File: config.mk
export PLATFORM = sky130hd
export DESIGN_NAME = websocket_frame_deframer_unmasker_unit
export DESIGN_NICKNAME = d
export VERILOG_FILES = /design/src/sv/wsfd_pkg.sv /design/src/sv/wsfd_parse.sv /design/src/sv/wsfd_outq.sv /design/src/sv/websocket_frame_deframer_unmasker_unit.sv
export SDC_FILE = /design/constraint.sdc
export NUM_CORES = 1
export LEC_CHECK = 0
export ABC_CLOCK_PERIOD_IN_PS = 5700
export BUFFER_PORTS_ARGS = -buffer_cell sky130_fd_sc_hd__buf_2
export CAP_MARGIN = 10
export CORE_ASPECT_RATIO = 0.8
export CORE_MARGIN = 2
export CORE_UTILIZATION = 40
export CTS_BUF_LIST = sky130_fd_sc_hd__clkbuf_8
export DETAILED_ROUTE_END_ITERATION = 10
export HOLD_SLACK_MARGIN = 0.02
export MAX_ROUTING_LAYER = met4
export SYNTH_ARGS = -nofsm -noshare
export SYNTH_HDL_FRONTEND = slang
export SYNTH_SLANG_ARGS = --single-unit
File: constraint.sdc
create_clock -name clk -period 5.7 [get_ports clk]
set_input_delay 0.855 -clock clk [delete_from_list [all_inputs] [get_ports clk]]
set_output_delay 0.855 -clock clk [all_outputs]
set_load 0.05 [all_outputs]
File: src/sv/wsfd_pkg.sv
// ----------------------------------------------------------------------------
// wsfd_pkg
// Types and constants shared by the WebSocket deframer/unmasker modules.
// ----------------------------------------------------------------------------
package wsfd_pkg;

  // parser phase
  typedef enum logic [3:0] {
    PH_HEAD   = 4'd0,
    PH_LEN    = 4'd1,
    PH_EXT_HI = 4'd2,
    PH_EXT_LO = 4'd3,
    PH_MASK0  = 4'd4,
    PH_MASK1  = 4'd5,
    PH_MASK2  = 4'd6,
    PH_MASK3  = 4'd7,
    PH_DATA   = 4'd8
  } phase_t;

  // result kinds
  localparam logic [1:0] KIND_DATA = 2'd0;
  localparam logic [1:0] KIND_PONG = 2'd1;
  localparam logic [1:0] KIND_ERR  = 2'd2;

  // error codes
  localparam logic [2:0] ERR_NONE     = 3'd0;
  localparam logic [2:0] ERR_UNMASKED = 3'd1;
  localparam logic [2:0] ERR_LEN64    = 3'd2;
  localparam logic [2:0] ERR_EXT_LEN  = 3'd3;
  localparam logic [2:0] ERR_OPCODE   = 3'd4;
  localparam logic [2:0] ERR_PONG_MID = 3'd5;

  // frame constants
  localparam logic [7:0]  HEAD_PING   = 8'h89;
  localparam logic [7:0]  HEAD_PONG   = 8'h8A;
  localparam logic [6:0]  OP_MAX_DATA = 7'h02;
  localparam logic [6:0]  LEN_CODE_16 = 7'd126;
  localparam logic [6:0]  LEN_CODE_64 = 7'd127;
  localparam logic [15:0] MIN_EXT_LEN = 16'd126;

  // result queue
  localparam int QDEPTH = 4;
  localparam int LVL_W  = 3;

  typedef struct packed {
    logic [7:0] data;
    logic [1:0] kind;
    logic       has;
    logic       fl;
    logic       ml;
    logic [2:0] err;
  } res_t;

  // results produced by one accepted byte
  typedef struct packed {
    logic [1:0] n;
    res_t       r0;
    res_t       r1;
  } push_t;

endpackage

File: src/sv/wsfd_parse.sv
// ----------------------------------------------------------------------------
// wsfd_parse
// Frame parser: header, length, mask key and payload unmasking, one byte
// per accepted transaction, with the results that byte produces.
// ----------------------------------------------------------------------------
module wsfd_parse import wsfd_pkg::*; (
  input  logic       clk,
  input  logic       rst,
  input  logic       take,
  input  logic [7:0] in_byte,
  output push_t      push
);

  phase_t      phase, phase_next;
  logic [7:0]  head, head_next;
  logic [15:0] len, len_next;
  logic [31:0] key, key_next;
  logic [15:0] idx, idx_next;
  logic        frag_open, frag_open_next;
  logic        closed, closed_next;

  logic [15:0] ext_len;
  logic        ext_bad;
  logic        data_head;
  logic        len_zero;
  logic        data_last;
  logic [7:0]  key_byte;
  logic [7:0]  plain;
  logic        active;

  assign active    = take && !closed;
  assign ext_len   = {len[15:8], in_byte};
  assign ext_bad   = (ext_len < MIN_EXT_LEN) || (head[6:0] > OP_MAX_DATA);
  assign data_head = head[6:0] <= OP_MAX_DATA;
  assign len_zero  = len == 16'd0;
  assign data_last = ({1'b0, idx} + 17'd1) >= {1'b0, len};
  assign plain     = in_byte ^ key_byte;

  always_comb begin
    case (idx[1:0])
      2'd0:    key_byte = key[7:0];
      2'd1:    key_byte = key[15:8];
      2'd2:    key_byte = key[23:16];
      default: key_byte = key[31:24];
    endcase
  end

  // next state
  always_comb begin
    phase_next     = phase;
    head_next      = head;
    len_next       = len;
    key_next       = key;
    idx_next       = idx;
    frag_open_next = frag_open;
    closed_next    = closed;
    if (active) begin
      unique case (phase)
        PH_LEN: begin
          if (!in_byte[7] || in_byte[6:0] == LEN_CODE_64) begin
            closed_next = 1'b1;
          end else if (in_byte[6:0] == LEN_CODE_16) begin
            phase_next = PH_EXT_HI;
          end else begin
            len_next   = {9'd0, in_byte[6:0]};
            phase_next = PH_MASK0;
          end
        end
        PH_EXT_HI: begin
          len_next   = {in_byte, 8'd0};
          phase_next = PH_EXT_LO;
        end
        PH_EXT_LO: begin
          len_next = ext_len;
          if (ext_bad) begin
            closed_next = 1'b1;
          end else begin
            phase_next = PH_MASK0;
          end
        end
        PH_MASK0: begin
          key_next   = {24'd0, in_byte};
          phase_next = PH_MASK1;
        end
        PH_MASK1: begin
          key_next[15:8] = in_byte;
          phase_next     = PH_MASK2;
        end
        PH_MASK2: begin
          key_next[23:16] = in_byte;
          phase_next      = PH_MASK3;
        end
        PH_MASK3: begin
          key_next[31:24] = in_byte;
          idx_next        = 16'd0;
          if (data_head) begin
            frag_open_next = !head[7];
            phase_next     = len_zero ? PH_HEAD : PH_DATA;
          end else if (head == HEAD_PING) begin
            phase_next = len_zero ? PH_HEAD : PH_DATA;
          end else if (head == HEAD_PONG && !frag_open) begin
            phase_next = len_zero ? PH_HEAD : PH_DATA;
          end else begin
            closed_next = 1'b1;
          end
        end
        PH_DATA: begin
          idx_next = idx + 16'd1;
          if (data_last) begin
            phase_next = PH_HEAD;
          end
        end
        default: begin
          head_next  = in_byte;
          phase_next = PH_LEN;
        end
      endcase
    end
  end

  // results
  always_comb begin
    push = '0;
    if (active) begin
      unique case (phase)
        PH_LEN: begin
          if (!in_byte[7]) begin
            push.n      = 2'd1;
            push.r0.kind = KIND_ERR;
            push.r0.err  = ERR_UNMASKED;
          end else if (in_byte[6:0] == LEN_CODE_64) begin
            push.n      = 2'd1;
            push.r0.kind = KIND_ERR;
            push.r0.err  = ERR_LEN64;
          end
        end
        PH_EXT_LO: begin
          if (ext_bad) begin
            push.n      = 2'd1;
            push.r0.kind = KIND_ERR;
            push.r0.err  = ERR_EXT_LEN;
          end
        end
        PH_MASK3: begin
          if (data_head) begin
            if (len_zero) begin
              // empty data frame: end marker only
              push.n       = 2'd1;
              push.r0.kind = KIND_DATA;
              push.r0.fl   = 1'b1;
              push.r0.ml   = head[7];
            end
          end else if (head == HEAD_PING) begin
            push.n       = 2'd2;
            push.r0.data = HEAD_PONG;
            push.r0.kind = KIND_PONG;
            push.r0.has  = 1'b1;
            push.r1.data = len[7:0];
            push.r1.kind = KIND_PONG;
            push.r1.has  = 1'b1;
            push.r1.fl   = len_zero;
          end else if (head == HEAD_PONG) begin
            if (frag_open) begin
              push.n       = 2'd1;
              push.r0.kind = KIND_ERR;
              push.r0.err  = ERR_PONG_MID;
            end
          end else begin
            push.n       = 2'd1;
            push.r0.kind = KIND_ERR;
            push.r0.err  = ERR_OPCODE;
          end
        end
        PH_DATA: begin
          if (head == HEAD_PING) begin
            push.n       = 2'd1;
            push.r0.data = plain;
            push.r0.kind = KIND_PONG;
            push.r0.has  = 1'b1;
            push.r0.fl   = data_last;
          end else if (head != HEAD_PONG) begin
            push.n       = 2'd1;
            push.r0.data = plain;
            push.r0.kind = KIND_DATA;
            push.r0.has  = 1'b1;
            push.r0.fl   = data_last;
            push.r0.ml   = data_last && head[7];
          end
        end
        default: begin
          push = '0;
        end
      endcase
    end
  end

  always_ff @(posedge clk) begin
    if (rst) begin
      phase     <= PH_HEAD;
      head      <= 8'd0;
      len       <= 16'd0;
      key       <= 32'd0;
      idx       <= 16'd0;
      frag_open <= 1'b0;
      closed    <= 1'b0;
    end else begin
      phase     <= phase_next;
      head      <= head_next;
      len       <= len_next;
      key       <= key_next;
      idx       <= idx_next;
      frag_open <= frag_open_next;
      closed    <= closed_next;
    end
  end

endmodule

File: src/sv/wsfd_outq.sv
// ----------------------------------------------------------------------------
// wsfd_outq
// Four-entry shifting result queue; takes up to two results per cycle and
// presents the oldest at entry zero.
// ----------------------------------------------------------------------------
module wsfd_outq import wsfd_pkg::*; (
  input  logic             clk,
  input  logic             rst,
  input  push_t            push,
  input  logic             pop,
  output res_t             head,
  output logic [LVL_W-1:0] level
);

  res_t             q      [QDEPTH];
  res_t             q_next [QDEPTH];
  logic [LVL_W-1:0] level_next;
  logic [LVL_W-1:0] lvl_after;

  assign lvl_after = level - {{(LVL_W-1){1'b0}}, pop};
  assign head      = q[0];

  always_comb begin
    for (int i = 0; i < QDEPTH; i++) begin
      if (pop && i < QDEPTH - 1) begin
        q_next[i] = q[i + 1];
      end else begin
        q_next[i] = q[i];
      end
      if (push.n != 2'd0 && LVL_W'(i) == lvl_after) begin
        q_next[i] = push.r0;
      end
      if (push.n == 2'd2 && LVL_W'(i) == lvl_after + 1'b1) begin
        q_next[i] = push.r1;
      end
    end
    level_next = lvl_after + {{(LVL_W-2){1'b0}}, push.n};
  end

  always_ff @(posedge clk) begin
    for (int i = 0; i < QDEPTH; i++) begin
      q[i] <= q_next[i];
    end
  end

  always_ff @(posedge clk) begin
    if (rst) begin
      level <= '0;
    end else begin
      level <= level_next;
    end
  end

endmodule

File: src/sv/websocket_frame_deframer_unmasker_unit.sv
// ----------------------------------------------------------------------------
// websocket_frame_deframer_unmasker_unit
// Client-to-server WebSocket deframer: parses headers, unmasks payload,
// echoes pings as pongs and reports protocol errors.
// ----------------------------------------------------------------------------
//
//  channel | direction | handshake          | payload
//  --------+-----------+--------------------+----------------------------------
//  in      | receive   | in_valid/in_stall  | in_byte
//  out     | send      | out_valid/out_stall| out_byte, out_kind, has_byte,
//          |           |                    | frame_last, message_last,
//          |           |                    | error_code
//
// Input: one byte per cycle while in_stall is low; its results are written to a four-entry
//   result queue at the same edge, and the out port shows the registered oldest entry.
// The out port delivers one result per cycle while out_stall is low; the ping header
//   step produces two results, the pong header and the ping length byte.
// in_stall rises while the queue holds three or more results, i.e. while it
//   cannot guarantee room for the two results of the next byte.
// Reset (rst, synchronous): parser returns to expecting a head byte, the
//   fragment and closed flags clear, and the result queue empties.
// After an error report the block keeps accepting bytes and drops them.
//
module websocket_frame_deframer_unmasker_unit import wsfd_pkg::*; (
  input  logic       clk,
  input  logic       rst,
  input  logic       in_valid,
  output logic       in_stall,
  input  logic [7:0] in_byte,
  output logic       out_valid,
  input  logic       out_stall,
  output logic [7:0] out_byte,
  output logic [1:0] out_kind,
  output logic       has_byte,
  output logic       frame_last,
  output logic       message_last,
  output logic [2:0] error_code
);

  logic             in_take;
  logic             out_take;
  push_t            push;
  res_t             q_head;
  logic [LVL_W-1:0] q_level;

  // input transaction taken this edge
  assign in_take  = in_valid && !in_stall;
  // room for two results needed before a byte is taken
  assign in_stall = q_level > LVL_W'(QDEPTH - 2);

  wsfd_parse u_parse (
    .clk     (clk),
    .rst     (rst),
    .take    (in_take),
    .in_byte (in_byte),
    .push    (push)
  );

  wsfd_outq u_outq (
    .clk   (clk),
    .rst   (rst),
    .push  (push),
    .pop   (out_take),
    .head  (q_head),
    .level (q_level)
  );

  // output transaction: oldest queued result
  assign out_valid    = q_level != '0;
  assign out_take     = out_valid && !out_stall;
  assign out_byte     = q_head.data;
  assign out_kind     = q_head.kind;
  assign has_byte     = q_head.has;
  assign frame_last   = q_head.fl;
  assign message_last = q_head.ml;
  assign error_code   = q_head.err;

  // error reports carry nothing but the code
  a_err_shape: assert property (@(posedge clk) disable iff (rst)
    out_valid && out_kind == KIND_ERR |->
      !has_byte && !frame_last && !message_last && error_code != ERR_NONE)
    else $error("error report with stray fields");

  // non-error results never carry an error code
  a_no_code: assert property (@(posedge clk) disable iff (rst)
    out_valid && out_kind != KIND_ERR |-> error_code == ERR_NONE)
    else $error("error code on a non-error result");

  // a double push is only ever the pong header pair
  a_pair: assert property (@(posedge clk) disable iff (rst)
    push.n == 2'd2 |-> push.r0.data == HEAD_PONG && push.r0.kind == KIND_PONG &&
      push.r1.kind == KIND_PONG)
    else $error("unexpected double result");

  // queue never overruns
  a_level: assert property (@(posedge clk) disable iff (rst)
    q_level <= LVL_W'(QDEPTH))
    else $error("result queue overrun");

  // results only follow an accepted byte
  a_push_take: assert property (@(posedge clk) disable iff (rst)
    push.n != 2'd0 |-> in_take)
    else $error("result without input transaction");

endmodule

==> Word-level counts from Yosys, hierarchy flattened <==
Memories as Yosys holds them, arrays and structs flattened.
Index checks and enable logic that the tools add are counted.
{ "classes": {"n_addsub": 5, "order_cmp": 5, "n_eq_ne": 32, "muxes": 73, "bitwise_logic": 3, "n_reduce_logical": 46} }
{ "ops": {"columns": ["operator", "count"], "rows": [
  ["2-to-1 mux 16 bit", 13],
  ["case mux 8 bit (2 select lines)", 4],
  ["case mux 16 bit (3 select lines)", 1],
  ["2-to-1 mux 34 bit", 1],
  ["case mux 16 bit (2 select lines)", 1],
  ["case mux 4 bit (8 select lines)", 1],
  ["2-to-1 mux 14 bit", 2],
  ["2-to-1 mux 2 bit", 14],
  ["2-to-1 mux 4 bit", 7],
  ["2-to-1 mux 12 bit", 2],
  ["case mux 8 bit (3 select lines)", 1],
  ["adder 16 x 1 -> 17 bit, second input constant", 1],
  [">= comparator 17 x 16 -> 1 bit", 1],
  ["adder 16 x 1 -> 16 bit, second input constant", 1],
  ["== test 4 x 3 -> 1 bit, second input constant", 4],
  ["== test 8 bit, second input constant", 2],
  ["zero test 16 bit", 1],
  ["< comparator 16 x 7 -> 1 bit, second input constant", 1],
  ["2-to-1 mux 8 bit", 2],
  ["case mux 2 bit (4 select lines)", 2],
  ["2-to-1 mux 15 bit", 1],
  ["2-to-1 mux 3 bit", 5],
  ["== test 7 bit, second input constant", 2],
  ["logical AND 1 bit", 13],
  ["35 further kinds", 81]
]} }
{ "totals": {"regBits": 81, "ramBits": 64, "input_bits": 12, "out_inout_bits": 18, "elab_cells": 177, "memories": 1} }
{ "memory_table": {"columns": ["memory", "depth", "width", "read_ports", "rd_clocked_by_memory_dff", "write_ports", "line_no", "rtl"], "rows": [
  ["u_outq.q", 4, 16, 4, 0, 4, "wsfd_outq.sv:15", "res_t q [QDEPTH];"]
]} }

==> Depth between registers and ports, before layout <==
{ "logic_depth": {"depth_word": 11, "depth_mapped": 14, "ltp_nobuf": 13} }

==> Cells and area by module <==
A second synthesis with hierarchy kept.
{ "unflattened": {"cells_unflattened": 971, "hier_area_um2": 8488.1} }
{ "by_module_without_submodules": {"columns": ["module", "n_inst", "cells_each", "area_each_um2", "seq_area_each_um2"], "rows": [
  ["wsfd_parse", 1, 605, 4553.1, 1561.5],
  ["wsfd_outq", 1, 361, 3893.7, 1981.9],
  ["websocket_frame_deframer_unmasker_unit", 1, 5, 41.3, 0.0]
]} }

==> Worst setup path before layout <==
No wires, ideal clock.
{ "synth_path": {"kind": "flip-flop to flip-flop", "from": "register, netlist name u_outq.level[0]", "to": "memory u_outq.q[3][10] (netlist name) (enable)", "setup_ns": 0.345, "arrival_ns": 3.649, "required_time_ns": 5.355, "path_slack_ns": 1.706, "path_stages_with_launch": 14, "n_path_buf": 4, "synth_period_minus_slack_ns": 3.994, "path_cell_list": "dfxtp_1 -> or3_1 -> nor2b_1 -> buf_1 -> buf_1 -> ha_1 -> ha_1 -> nor2_1 -> ha_1 -> nand3_1 -> or2_2 -> clkbuf_1 -> buf_2 -> nand2_1"} }
{ "synth_lines": {"columns": ["item", "line_no"], "rows": [
  ["end, declared", "wsfd_outq.sv:15"]
]} }

==> summary by stage <==
Run status
The flow ran to the end, and the final reports show no timing, DRC or antenna violations.

Placed design
The routability congestion estimate is 0.8528. The final HPWL from detailed placement is 14040 um. The quantity of I/O buffers inserted on ports is 29.

Synth
The number of nets produced by synthesis is 941. The count of distinct cell types in the synthesized netlist is 69. The count of yosys warnings during synthesis is 0. The synthesized netlist occupies a cell area of 7869 sq um. The number of enable flip-flop cells after synthesis is 44. Of the synthesized area, sequential elements account for 0.4249.

In the post-synthesis netlist, the biggest area contributors are sky130_fd_sc_hd__dfxtp_1 26%, sky130_fd_sc_hd__edfxtp_1 17%, sky130_fd_sc_hd__nand2_1 5.7%, sky130_fd_sc_hd__nand3_1 5.0%, sky130_fd_sc_hd__a21oi_1 4.9%. The synthesized netlist cell count is 904. Of the post-synthesis cell area, the dominant cell type holds 0.2570. The most used flip-flop cell after synthesis is sky130_fd_sc_hd__dfxtp_1. After synthesis, the share of flip-flops with an asynchronous set or reset is 0. The synthesized design spends more area on one cell type than any other, namely sky130_fd_sc_hd__dfxtp_1. In this run the mean area of a mapped cell was 8.704 sq um. In this run, synthesis produced a sequential element count of 145.

Routing
Wires add up to 20460 um. The count of unresolved DRC violations after routing is 0. The number of vias per cell is 5.629. In this run, the number of DRC markers left after iteration 0 of detailed routing was 624. The count of TritonRoute iterations in the first routing pass is 5. The detailed router placed 6546 vias in this run. In this run the remaining antenna-violating nets after routing total 0. The detailed-route wire length per cell is 17.59 um.

Critical path
STA classifies the critical path startpoint as a flop. In this run the critical register-to-register path is launched from u_parse.idx[0]. The endpoint identified for the worst register-to-register timing path is u_outq.q[2][4]. Along the worst path, the maximum fanout reaches 22. The critical path goes through ha_1, nand3_1, nor2_1, nand3_1, nor2_1, xor2_1, ha_1, a21o_1, a21oi_1, o221a_2, a21oi_1, o21ai_0, a221oi_1. The critical path's slowest cell is sky130_fd_sc_hd__ha_1. At the worst endpoint, the required time is 5880 ps. The path depth of the worst reg2reg path is 13.

The worst setup slack for register-to-register paths is 1630 ps. The type of the setup path with the least slack is flop to flop. The largest single stage delay on the critical path is 680 ps. The launch point of the critical path is u_parse.idx[0].

For the worst setup path, the data arrival time is 4250 ps. STA classifies the critical path endpoint as a flop.

Die
The die covers 20820 sq um. During I/O placement, the number of pins put on the boundary was 30. The standard cell core area is 19140 sq um. For this configuration, the core starts out at a cell density of 0.4110. In this run the vertical extent of the chip is 129.5 um. The total number of placement rows is 45. In this run the horizontal extent of the chip is 160.8 um.

GRT
Entering global routing, the biggest net connects 83 pins. The first global-routing pass estimated 33310 um of wire. The initial antenna violation count is 0. For this run, the total global-route usage over all layers was measured as 0.2098. After global routing the overflow that remains totals 0.

The via count of the first global-routing pass is 5985.

Clocking
The clock transition time at the flip-flop clock pins of the worst setup and hold paths is 100 ps. Post-CTS timing repair inserted 0 buffers for setup. The later pin in the worst-skew pair is clocked with a latency of 470 ps. The clock root buffer master is sky130_fd_sc_hd__clkbuf_8. The post-CTS resize count is 0. The clock net in this run drives a total of 145 sinks. The number of hold buffers added after CTS was 0.

The clock buffer count from CTS is 17. The maximum buffer depth of the clock tree is 2. The CTS tree is done. The number of levels the H-tree was split into is 4.

Timing
In this run the tightest slew margin relative to its limit is 0.2459. Clock skew on the completed layout was measured at 16.72 ps. The minimum clock period after layout is 4074 ps. The count of final hold-check violations is 0. Setup repair after global routing left no endpoint under its margin. At the pin with the least slew margin, the transition time is 1127 ps.

Dividing the final minimum period by the clock period gives 0.7147. The final max-slew violation count is 0. The count of final setup violators is 0. Summed over all failing endpoints, the final setup total negative slack is 0 ps. Final hold analysis gives a worst-case slack of 459.6 ps.

The fmax is 245.5 MHz.

Final layout
The net total in the final layout is 929. Relative to the synthesized area, the layout overhead comes to 7.553%. The area taken by flip-flops and latches is 3343 sq um.

After filler insertion, the fill cell instance count of the layout stands at 1924. At the end of the flow the core is filled with cells to 0.4421. Summing all multi-input logic gate instances after layout gives 4099 sq um. The number of antenna diodes in the final layout is 0. The fraction of layout instances using a drive strength above 1 is 0.1083.

Hold path
The worst hold path was traced through 2 stages. In this run the most critical hold path is launched from u_parse.key[2]. The min-delay analysis places its worst path in the category flop to flop. For hold timing, the worst endpoint is u_parse.key[2].

Power
Dividing total power by cell area gives a power density of 331.3 nW/um^2. The worst voltage drop across the vdd grid is 175.9 uV. For this design the static power due to leakage is 2.906 nW.

Run
The max-capacitance violation count is 0.
==> layer usage <==
| metal | vias up | GRT usage | wire length, um |
|---|---|---|---|
| li1 | 3217 | - | - |
| met1 | 3128 | 0.2998 | 10250 |
| met2 | 187 | 0.3063 | 8838 |
| met3 | 14 | 0.04513 | 1211 |
| met4 | 0 | 0.04254 | 151 |
| met5 | - | - | 0 |
==> how the worst max path moves through the flow <==
stage / slack [ps] / to
floorplan: 1710 / u_outq.q[3][10]
global placement: 1770 / u_outq.q[2][4]
detailed placement: 1690 / u_outq.q[2][4]
CTS: 1690 / u_outq.q[2][4]
global route: 1160 / u_outq.q[2][4]
finish: 1630 / u_outq.q[2][4]
==> cell type report <==
class / count / share of cell area
multi-input cells: 663 / 0.4843
well taps: 258 / 0.03814
repair buffers: 38 / 0.02513
inverters: 27 / 0.01198
flip-flops and latches: 145 / 0.3950
clock inverters: 15 / 0.01774
clock buffers: 17 / 0.02765
==> Yosys cell counts, drive strengths merged (6+ instances only) <==
cell type and instances:
buf 22, a222oi 8, mux2i 36, edfxtp 44
a21oi 79, ha 24, clkbuf 47, xor2 10
nand2b 9, mux2 6, nor3 22, nand3 79
o22ai 10, nor4 6, nand3b 10, nand2 119
or3 11, a21o 7, o211ai 18, inv 27
a211oi 14, nor2b 7, a22oi 6, dfxtp 101
and3 7, o21ai 38, xnor2 16, nor2 69
==> through the flow <==
step / cells / cell area [sq um] / total power [mW] / worst slack (ps)
2_1_floorplan: 904 / 7869 / 1.859 / 1706
3_3_place_gp: 1131 / 8079 / 2.000 / 1768
3_5_place_dp: 1131 / 8079 / 2.009 / 1686
4_1_cts: 1163 / 8463 / 2.817 / 1688
5_1_grt: 1163 / 8463 / 2.940 / 1155
6_report: 1163 / 8463 / 2.804 / 1626
==> flip-flops by register name, indices dropped and copies added, names as in the netlist <==
name,flops
u_parse.idx,16
u_parse.closed,1
u_parse.head,8
u_outq.level,3
u_parse.len,16
u_parse.frag_open,1
u_parse.key,32
u_parse.phase,4
u_outq.q,64
==> layout by cell type, fill, tap and decap left out, types with 10 or more instances in the layout <==
cell and instances:
sky130_fd_sc_hd__inv_1 27, sky130_fd_sc_hd__or3_1 11, sky130_fd_sc_hd__o21ai_0 38, sky130_fd_sc_hd__a211oi_1 11, sky130_fd_sc_hd__dfxtp_1 101, sky130_fd_sc_hd__nand2_1 119, sky130_fd_sc_hd__nand3_1 79, sky130_fd_sc_hd__ha_1 24
sky130_fd_sc_hd__mux2i_1 36, sky130_fd_sc_hd__xnor2_1 16, sky130_fd_sc_hd__nor2_1 69, sky130_fd_sc_hd__xor2_1 10, sky130_fd_sc_hd__o211ai_1 18, sky130_fd_sc_hd__nand3b_1 10, sky130_fd_sc_hd__nor3_1 19, sky130_fd_sc_hd__buf_2 29
sky130_fd_sc_hd__a21oi_1 77, sky130_fd_sc_hd__edfxtp_1 44, sky130_fd_sc_hd__clkbuf_8 17, sky130_fd_sc_hd__o22ai_1 10
==> kinds of logic (layout without fill, tap and decap cells) <==
family                     after synthesis  in the layout  share of synthesized area
AOI/OAI and AO/OA                      203            203                     0.1666
xor gates and xnor gates                26             26                    0.02894
adders and majority gates               25             25                    0.04071
buffers and inverters                   96             97                    0.05454
DFF                                    145            145                     0.4249
muxes                                   42             42                    0.05438
and+or+nand+nor                        367            367                     0.2299
==> power breakdown <==
| part | total (mW) | internal [mW] | switching (mW) |
|---|---|---|---|
| sequential | 1.32 | 1.23 | 0.0838 |
| clock | 0.819 | 0.358 | 0.461 |
| combinational | 0.668 | 0.220 | 0.448 |
| total | 2.80 | 1.81 | 0.993 |
==> critical path: cells and delay by family (launching register included) <==
family / cells / cell delay, ps
flops: 1 / 480
xor+xnor: 1 / 210
simple gates: 4 / 950
compound gates: 6 / 1200
fa+ha+maj: 2 / 950
Note: power is estimated with default switching activity, not from simulation.
